<file path="config.mk">
export PLATFORM = sky130hd
export DESIGN_NAME = button_motor_soft_start_controller_unit
export DESIGN_NICKNAME = d
export VERILOG_FILES = /design/src/bmssc_pkg.sv /design/src/bmssc_cfg_regs.sv /design/src/bmssc_core.sv /design/src/button_motor_soft_start_controller_unit.sv
export SDC_FILE = /design/constraint.sdc
export NUM_CORES = 1
export LEC_CHECK = 0
export BUFFER_PORTS_ARGS = -buffer_cell sky130_fd_sc_hd__buf_2
export CAP_MARGIN = 20
export CELL_PAD_IN_SITES_DETAIL_PLACEMENT = 1
export CELL_PAD_IN_SITES_GLOBAL_PLACEMENT = 2
export CORE_MARGIN = 1.5
export CORE_UTILIZATION = 38
export DETAILED_ROUTE_END_ITERATION = 10
export GPL_TIMING_DRIVEN = 0
export PLACE_DENSITY_LB_ADDON = 0.12
export SLEW_MARGIN = 20
export SYNTH_ARGS = -nofsm -noshare
export SYNTH_HDL_FRONTEND = slang
export SYNTH_SLANG_ARGS = --single-unit
</file>
<file path="constraint.sdc">
create_clock -name clk -period 4.9 [get_ports clk]
set_input_delay 0 -clock clk [delete_from_list [all_inputs] [get_ports clk]]
set_output_delay 0 -clock clk [all_outputs]
set_load 0.01 [all_outputs]
</file>
<file path="src/bmssc_pkg.sv">
package bmssc_pkg;

  localparam int unsigned PeriodWidth = 16;
  localparam int unsigned StepWidth   = 10;
  localparam int unsigned TargetWidth = 11;
  localparam int unsigned DutyWidth   = 10;
  localparam int unsigned CountWidth  = 8;
  localparam int unsigned IndexWidth  = 3;
  localparam int unsigned DataWidth   = 16;

  localparam logic [PeriodWidth-1:0] OPTION_PERIOD_RST = 16'd1000;
  localparam logic [PeriodWidth-1:0] TARGET_PERIOD_RST = 16'd10;
  localparam logic [PeriodWidth-1:0] RAMP_PERIOD_RST   = 16'd20;
  localparam logic [StepWidth-1:0]   TARGET_STEP_RST   = 10'd100;
  localparam logic [TargetWidth-1:0] TARGET_LIMIT_RST  = 11'd1024;

  // option button press counts that carry a meaning on release
  localparam logic [CountWidth-1:0] OPT_TOGGLE_DIR = 8'd1;
  localparam logic [CountWidth-1:0] OPT_STOP       = 8'd2;
  localparam logic [CountWidth-1:0] OPT_START_RAMP = 8'd3;

  // drive_bits codes: bit 0 forward, bit 1 reverse
  localparam logic [1:0] DRIVE_OFF     = 2'b00;
  localparam logic [1:0] DRIVE_FORWARD = 2'b01;
  localparam logic [1:0] DRIVE_REVERSE = 2'b10;
  localparam logic [1:0] DRIVE_BOTH    = 2'b11;

  typedef enum logic [IndexWidth-1:0] {
    REG_OPTION_PERIOD = 3'd0,
    REG_TARGET_PERIOD = 3'd1,
    REG_RAMP_PERIOD   = 3'd2,
    REG_TARGET_STEP   = 3'd3,
    REG_TARGET_LIMIT  = 3'd4
  } cfg_reg_t;

  typedef struct packed {
    logic [PeriodWidth-1:0] option_period;
    logic [PeriodWidth-1:0] target_period;
    logic [PeriodWidth-1:0] ramp_period;
    logic [StepWidth-1:0]   target_step;
    logic [TargetWidth-1:0] target_limit;
  } cfg_t;

  typedef struct packed {
    logic                 drive_forward;
    logic                 drive_reverse;
    logic [DutyWidth-1:0] duty_level;
    logic                 ramping;
  } result_t;

endpackage

</file>
<file path="src/bmssc_cfg_regs.sv">
module bmssc_cfg_regs (
  input  logic                            clk,
  input  logic                            rst,
  input  logic                            wr_en,
  input  logic [bmssc_pkg::IndexWidth-1:0] wr_index,
  input  logic [bmssc_pkg::DataWidth-1:0]  wr_data,
  output bmssc_pkg::cfg_t                  cfg
);
  import bmssc_pkg::*;

  always_ff @(posedge clk) begin
    if (rst) begin
      cfg.option_period <= OPTION_PERIOD_RST;
      cfg.target_period <= TARGET_PERIOD_RST;
      cfg.ramp_period   <= RAMP_PERIOD_RST;
      cfg.target_step   <= TARGET_STEP_RST;
      cfg.target_limit  <= TARGET_LIMIT_RST;
    end else if (wr_en) begin
      case (wr_index)
        REG_OPTION_PERIOD: cfg.option_period <= wr_data;
        REG_TARGET_PERIOD: cfg.target_period <= wr_data;
        REG_RAMP_PERIOD:   cfg.ramp_period   <= wr_data;
        REG_TARGET_STEP:   cfg.target_step   <= wr_data[StepWidth-1:0];
        REG_TARGET_LIMIT:  cfg.target_limit  <= wr_data[TargetWidth-1:0];
        default: ;
      endcase
    end
  end

endmodule

</file>
<file path="src/bmssc_core.sv">
module bmssc_core (
  input  logic              clk,
  input  logic              rst,
  input  logic              step,
  input  logic              opt_pressed,
  input  logic              adj_pressed,
  input  bmssc_pkg::cfg_t    cfg,
  output bmssc_pkg::result_t result
);
  import bmssc_pkg::*;

  logic [PeriodWidth-1:0] option_divider, option_divider_next;
  logic [PeriodWidth-1:0] target_divider, target_divider_next;
  logic [PeriodWidth-1:0] ramp_divider, ramp_divider_next;
  logic [CountWidth-1:0]  option_count, option_count_next;
  logic [TargetWidth-1:0] ramp_target, ramp_target_next;
  logic [DutyWidth-1:0]   duty_value, duty_value_next;
  logic                   ramp_active, ramp_active_next;
  logic                   direction_flag, direction_flag_next;
  logic [1:0]             drive_bits, drive_bits_next;

  logic                   opt_fire, tgt_fire, ramp_fire;
  logic [CountWidth-1:0]  count_mid;
  logic                   active_mid;

  assign opt_fire  = option_divider >= cfg.option_period;
  assign tgt_fire  = target_divider >= cfg.target_period;
  assign ramp_fire = ramp_divider >= cfg.ramp_period;

  assign option_divider_next = opt_fire  ? PeriodWidth'(1) : option_divider + PeriodWidth'(1);
  assign target_divider_next = tgt_fire  ? PeriodWidth'(1) : target_divider + PeriodWidth'(1);
  assign ramp_divider_next   = ramp_fire ? PeriodWidth'(1) : ramp_divider + PeriodWidth'(1);

  // option step, then adjust step, then ramp step, all within one tick
  always_comb begin
    count_mid           = option_count;
    active_mid          = ramp_active;
    direction_flag_next = direction_flag;
    drive_bits_next     = drive_bits;
    if (opt_fire) begin
      if (opt_pressed) begin
        count_mid = option_count + CountWidth'(1);
      end else if (option_count == OPT_TOGGLE_DIR) begin
        drive_bits_next     = direction_flag ? DRIVE_REVERSE : DRIVE_FORWARD;
        direction_flag_next = !direction_flag;
        active_mid          = 1'b0;
        count_mid           = '0;
      end else if (option_count == OPT_STOP) begin
        drive_bits_next = DRIVE_OFF;
        active_mid      = 1'b0;
        count_mid       = '0;
      end else if (option_count >= OPT_START_RAMP) begin
        active_mid = 1'b1;
      end
    end

    ramp_target_next = ramp_target;
    if (tgt_fire && adj_pressed) begin
      if (ramp_target > cfg.target_limit) begin
        ramp_target_next = '0;
      end else begin
        ramp_target_next = ramp_target + TargetWidth'(cfg.target_step);
      end
    end

    option_count_next = count_mid;
    ramp_active_next  = active_mid;
    duty_value_next   = duty_value;
    if (ramp_fire && active_mid) begin
      // a target above the duty range never matches, so the duty keeps wrapping
      if (TargetWidth'(duty_value) != ramp_target_next) begin
        duty_value_next = duty_value + DutyWidth'(1);
      end else begin
        ramp_active_next = 1'b0;
        ramp_target_next = '0;
      end
      option_count_next = '0;
    end
  end

  always_ff @(posedge clk) begin
    if (rst) begin
      option_divider <= PeriodWidth'(1);
      target_divider <= PeriodWidth'(1);
      ramp_divider   <= PeriodWidth'(1);
      option_count   <= '0;
      ramp_target    <= '0;
      duty_value     <= '0;
      ramp_active    <= 1'b0;
      direction_flag <= 1'b0;
      drive_bits     <= DRIVE_OFF;
    end else if (step) begin
      option_divider <= option_divider_next;
      target_divider <= target_divider_next;
      ramp_divider   <= ramp_divider_next;
      option_count   <= option_count_next;
      ramp_target    <= ramp_target_next;
      duty_value     <= duty_value_next;
      ramp_active    <= ramp_active_next;
      direction_flag <= direction_flag_next;
      drive_bits     <= drive_bits_next;
    end
  end

  assign result.drive_forward = drive_bits_next[0];
  assign result.drive_reverse = drive_bits_next[1];
  assign result.duty_level    = duty_value_next;
  assign result.ramping       = ramp_active_next;

`ifndef ASSERT_OFF
  a_duty_single_step: assert property (@(posedge clk) disable iff (rst)
    !$past(rst) && duty_value != $past(duty_value)
      |-> duty_value == $past(duty_value) + DutyWidth'(1))
    else $error("duty moved by more than one count");

  a_drive_exclusive: assert property (@(posedge clk) disable iff (rst)
    drive_bits != DRIVE_BOTH)
    else $error("both bridge drives on");
`endif

endmodule

</file>
<file path="src/button_motor_soft_start_controller_unit.sv">
// Button motor soft-start controller.
// Input channel: one request per 1 ms tick, carrying the two button levels
// (option_button_pressed, adjust_button_pressed), handshake in_valid/in_stall.
// Output channel: one result per tick (drive_forward, drive_reverse,
// duty_level, ramping) taken after that tick's divider and button updates,
// handshake out_valid/out_stall.
// Config: cfg_valid/cfg_ready write port, cfg_index selects the register
// (option, target and ramp periods, target step, target limit); cfg_ready is
// always high. Write only while no request is in flight.
// The buttons are registered at acceptance; the step logic then updates the
// state and loads the result register. One request per cycle is sustained
// while the receiver does not stall; the single tick step between the input
// register and the result register sets that figure.
// When the receiver stalls, the result register holds and the input
// register keeps its request; in_stall rises only once both are full.
// Reset empties both registers, clears the state, and loads the register
// defaults 1000, 10, 20, 100 and 1024.
module button_motor_soft_start_controller_unit (
  input  logic                             clk,
  input  logic                             rst,
  input  logic                             in_valid,
  output logic                             in_stall,
  input  logic                             option_button_pressed,
  input  logic                             adjust_button_pressed,
  output logic                             out_valid,
  input  logic                             out_stall,
  output logic                             drive_forward,
  output logic                             drive_reverse,
  output logic [bmssc_pkg::DutyWidth-1:0]  duty_level,
  output logic                             ramping,
  input  logic                             cfg_valid,
  output logic                             cfg_ready,
  input  logic [bmssc_pkg::IndexWidth-1:0] cfg_index,
  input  logic [bmssc_pkg::DataWidth-1:0]  cfg_data
);
  import bmssc_pkg::*;

  cfg_t    cfg;
  result_t result;

  logic in_full;
  logic opt_reg, adj_reg;
  logic out_free, advance, in_take;

  assign cfg_ready = 1'b1;
  assign out_free  = !out_valid || !out_stall;
  assign advance   = in_full && out_free;
  assign in_stall  = in_full && !out_free;
  assign in_take   = in_valid && !in_stall;

  bmssc_cfg_regs u_cfg (
    .clk      (clk),
    .rst      (rst),
    .wr_en    (cfg_valid && cfg_ready),
    .wr_index (cfg_index),
    .wr_data  (cfg_data),
    .cfg      (cfg)
  );

  bmssc_core u_core (
    .clk         (clk),
    .rst         (rst),
    .step        (advance),
    .opt_pressed (opt_reg),
    .adj_pressed (adj_reg),
    .cfg         (cfg),
    .result      (result)
  );

  always_ff @(posedge clk) begin
    if (rst) begin
      in_full <= 1'b0;
    end else if (in_take) begin
      in_full <= 1'b1;
    end else if (advance) begin
      in_full <= 1'b0;
    end
  end

  always_ff @(posedge clk) begin
    if (in_take) begin
      opt_reg <= option_button_pressed;
      adj_reg <= adjust_button_pressed;
    end
  end

  always_ff @(posedge clk) begin
    if (rst) begin
      out_valid <= 1'b0;
    end else if (out_free) begin
      out_valid <= in_full;
    end
  end

  always_ff @(posedge clk) begin
    if (advance) begin
      drive_forward <= result.drive_forward;
      drive_reverse <= result.drive_reverse;
      duty_level    <= result.duty_level;
      ramping       <= result.ramping;
    end
  end

`ifndef ASSERT_OFF
  a_stall_only_when_full: assert property (@(posedge clk) disable iff (rst)
    in_stall |-> out_valid && out_stall)
    else $error("input stalled while the result register can drain");

  a_no_drop: assert property (@(posedge clk) disable iff (rst)
    out_valid && out_stall && in_full |=> in_full && out_valid)
    else $error("request lost while the receiver stalls");
`endif

endmodule
</file>
==> Word-level counts from Yosys, hierarchy flattened <==
Cells that the tools add are included.
{ "word_totals": {"register_bits": 167, "in_bits": 26, "out_inout_bits": 16, "word_cells": 91} }
{ "op_classes": {"addsub": 6, "order_cmp": 5, "n_eq_ne": 7, "mux": 28, "n_bitwise": 1, "n_reduce_logical": 22} }
{ "ops": {"columns": ["cell", "count"], "rows": [
  ["$add 16x1->16 const B", 3],
  ["$ge 16x16->1", 3],
  ["$mux 16", 3],
  ["$mux 11", 4],
  ["$mux 8", 5],
  ["$mux 10", 2],
  ["$add 11x10->11", 1],
  ["$gt 11x11->1", 1],
  ["$ne 10x11->1", 1],
  ["$add 10x1->10 const B", 1],
  ["$mux 2", 5],
  ["$reduce_and 2->1", 5],
  ["$mux 1", 9],
  ["$add 8x1->8 const B", 1],
  ["$eq 8x1->1 const B", 1],
  ["$eq 8x2->1 const B", 1],
  ["$ge 8x2->1 const B", 1],
  ["$eq 3x2->1 const B", 2],
  ["$logic_and 1x1->1", 5],
  ["$logic_not 1->1", 5],
  ["$reduce_and 4->1", 1],
  ["$reduce_bool 2->1", 2],
  ["$reduce_bool 4->1", 1],
  ["$eq 3x1->1 const B", 1],
  ["5 further kinds", 5]
]} }

==> Logic depth before layout (Yosys ltp) <==
{ "logic_depth": {"word_depth": 9, "mapped_depth": 14, "ltp_nobuf": 13} }

==> By module <==
From an unflattened synthesis, not the netlist that was laid out.
{ "hier_totals": {"hier_cells": 1051, "hier_area_um2": 9504.1} }
{ "by_module_without_submodules": {"columns": ["mod", "n_inst", "cells_per_inst", "area_each_um2", "seq_area_each_um2"], "rows": [
  ["bmssc_core", 1, 765, 6187.2, 1621.6],
  ["bmssc_cfg_regs", 1, 259, 2768.9, 1381.3],
  ["button_motor_soft_start_controller_unit", 1, 27, 548.0, 490.5]
]} }

==> Worst setup path before layout <==
OpenSTA, ideal clock, no wires.
{ "synth_path": {"kind": "register -> register", "from": "register u_core.ramp_target[0]", "to": "register duty_level[9] in the netlist's numbering, data pin", "setup_ns": 0.271, "arrival_time_ns": 3.175, "path_slack_ns": 1.454, "path_stages_with_launch": 15, "path_buffers": 1, "period_less_slack_ns": 3.446, "cell_sequence": "dfxtp_1 ha_1 inv_1 fa_1 nand2b_1 a211oi_2 o31a_1 o22ai_1 and2_1 o21a_1 a2111o_1 nor4_4 buf_2 nor4_1 xor2_1"} }
{ "synth_lines": {"columns": ["element", "line", "source"], "rows": [
  ["start, declared", "bmssc_core.sv:16", "logic [TargetWidth-1:0] ramp_target, ramp_target_next;"],
  ["start signal, assigned", "bmssc_core.sv:97", "ramp_target <= ramp_target_next;"],
  ["end signal, assigned", "button_motor_soft_start_controller_unit.sv:99", "duty_level <= result.duty_level;"],
  ["end, declared", "button_motor_soft_start_controller_unit.sv:29", "output logic [bmssc_pkg::DutyWidth-1:0] duty_level,"]
]} }

==> impl_results.md <==
* Largest net degree at the start of global routing at 23
* Most frequent cell after synthesis: nand2_1
* I/O pin count at 42
* Yosys top cell area share at between 30% and 40%
* Total gr overflow at 0
* Top post-synthesis cells by area: dfxtp_1, ha_1, nand2_1, edfxtp_1, a21oi_1
* Die width at between 150 and 200 um
* Synth cell count leaders: nand2_1, dfxtp_1, nor2_1
* Clk Latency, worst-skew pair at roughly 0.44 ns
* Post-synthesis cell area at around 0.0092 sq mm
* Crit-path max FO at 10
* Final Max Tran Viols at 0
* Crit share post-route at 85.29%
* Total die area at roughly 0.025 sq mm
* Cts repair resizes at 0
* Filler Cell Count at 2848
* Clk buf depth at 2
* Syn_area_per_cell at 8.388 sq um
* Setup_tns at 0 ns
* DP HPWL at between 20000 and 25000 um
* Reg-to-reg startpoint: u_core.ramp_target[0]
* # H-tree levels at 4
* Drt via density at about 5.2
* Final Util at a little under half
* Antenna Nets Post-Route at 0
* Reg2reg path depth at 14
* Layout cells sized above 1 at between 7 and 8%
* GRT Total Usage at between 20% and 30%
* Vias post-DR at 7928
* RePlAce Congestion at 0.8189
* Routed len/inst at 18.00 um
* Worst Setup EP: duty_level[9]
* Port buffer count at 39
* Cell taking the most area after synthesis: dfxtp_1
* Post-route non-filler standard cell count at roughly 1500
* Largest Register: u_cfg.cfg
* Status: finished, final reports clean
* DRC viols at 0
* Post-synthesis sequential area ratio at between 30 and 40%
* CTS Buf Count at 17
* Initial antenna violation count at 0
* CTS Root Cell: clkbuf_16
* Synth unique cells at 76
* Routed WL at about 27000 um
* Final nets at between 1000 and 1500
* Pre-antenna DRT Iters at 4
* Crit path capture type: flip-flop
* Initial DRC count at 371
* Critical Path AT at ~4.4 ns
* Slew HR at around two fifths
* Cell Rows at 56
* Diodes inserted at 0
* Register area at 0.003493 sq mm
* Hold path cells at 5
* Placed Cells at 1458
* Endpoints failing setup at 0
* R2r endpoint: duty_level[9]
* Fin Hold WS at between 0.1 and 0.15 ns
* Final Hold Fails at 0
* Critical Path RT at just over 5 ns
* Clock Skew at 0.01576 ns
* Initial core utilization at 38.96%
* Max-Cap Viols at 0
* EDFF count, synth at 15
* Max VDD drop at between 150 and 200 uV
* Startpoint types: flip-flop
* Worst slew pin tran at about 0.93 ns
* Achievable frequency at ~240 MHz
* First-pass GRT wire length at 44310 um
* Worst setup path start: u_core.ramp_target[0]
* Clock Sinks at 167
* Reg2Reg Setup Slack at a little over 0.7 ns
* Syn Nets at roughly 1200
* Clk slew on worst S/H paths at about 0.080 ns
* Leakage at around 4.3 nW
* Cell Pwr Density at approximately 290 mW/mm^2
* Min-delay worst type: primary input to flip-flop
* Core area at 0.02368 sq mm
* Die height at roughly 160 um
* Number of global-route vias before repair at 7986
* Post-layout min period at around 4.2 ns
* Overall Power at between 3 and 4 mW
* Synth Instances at 1100
* Syn-to-layout area delta at 15.60%
* FFs w/ async S/R, synth at 0%
* Multi-input gate area at 0.005239 sq mm
* Critical path class: flip-flop to flip-flop
* Register bit count reported by yosys at around 170
* Max FFs per register at 69
* TritonCTS clock tree: built
* Yosys warning count at 0
* Post-synth top flop: dfxtp_1
* RSZ-0062 raised after global routing: no
critical path, cell delays in order (launching register included):
cell and delay, ns:
dfxtp_1 0.41, ha_1 0.20, inv_1 0.06, fa_1 0.42
nand2b_1 0.23, a21oi_1 0.18, xor2_1 0.29, nor4bb_1 0.33
a31oi_1 0.07, o32ai_1 0.23, a31oi_1 0.23, nor4_4 0.63
buf_2 0.34, nor4_1 0.10, xor2_1 0.19
layout by cell type, fill, tap and decap left out, drive strengths merged, types with 15 or more instances in the layout:
master       instances
a21oi               89
nor3                16
edfxtp              15
nor4                15
dfxtp              152
clkbuf              59
nand4               18
nand2              171
and3                21
nand3               23
a21o                16
ha                  76
inv                 85
dlygate4sd3         24
buf                 48
o21ai               19
nor2               104
xnor2               26
xor2                50
cell type report:
class                   count  share of cell area, %
multi-input cells         806                  49.12
flip-flops and latches    167                  32.75
repair buffers             63                  4.083
clock buffers              17                  3.989
well taps                 319                  3.742
inverters                  76                  2.675
plain buffers              51                  1.971
clock inverters            15                  1.666
cell families (layout without fill, tap and decap cells):
logic type,after synthesis,count (layout),share of synthesized area [%]
AND/OR/NAND/NOR,434,434,22.16
adder cells (fa/ha/maj),77,77,10.52
AO/OA/AOI/OAI,210,210,15.89
flip-flops,167,167,37.86
buffers and inverters,127,222,5.357
multiplexers,8,8,0.9492
XOR/XNOR,76,76,7.215
other,1,1,0.04064
stage by stage:
step / area, sq um / setup slack [ns]
floorplan: 9226 / 1.454
global placement: 9821 / 0.7196
detailed placement: 9822 / 0.7340
CTS: 10670 / 0.6990
global route: 10670 / 0.3640
finish: 10670 / 0.7206
worst min path at each step:
stage	startpoint	to	slack (ns)
floorplan	adjust_button_pressed	adj_reg	0.1
global placement	option_button_pressed	opt_reg	0.20
detailed placement	option_button_pressed	opt_reg	0.19
CTS	cfg_index[0]	u_cfg.cfg[41]	0.10
global route	cfg_index[0]	u_cfg.cfg[41]	0.17
finish	cfg_index[0]	u_cfg.cfg[42]	0.12
timing repair:
action                                 in CTS  in global routing
setup endpoints to repair                   0                  0
setup buffers                               0                  0
endpoints found under the hold margin      75                  0
hold buffers                               24                  0
where the power goes:
| group | total [mW] | internal [mW] | switching (mW) |
|---|---|---|---|
| registers | 1.42 | 1.40 | 0.0183 |
| clock network | 1.40 | 0.733 | 0.670 |
| logic | 0.223 | 0.0811 | 0.142 |
| total | 3.05 | 2.22 | 0.830 |
routing by layer:
metal  part of all wire, %  track usage (%)
met1                    51            31.56
met2                    46            35.94
met3                   2.2            3.004
met4                  0.96            5.498
met5                     0                0
Note: power is estimated with default switching activity, not from simulation.
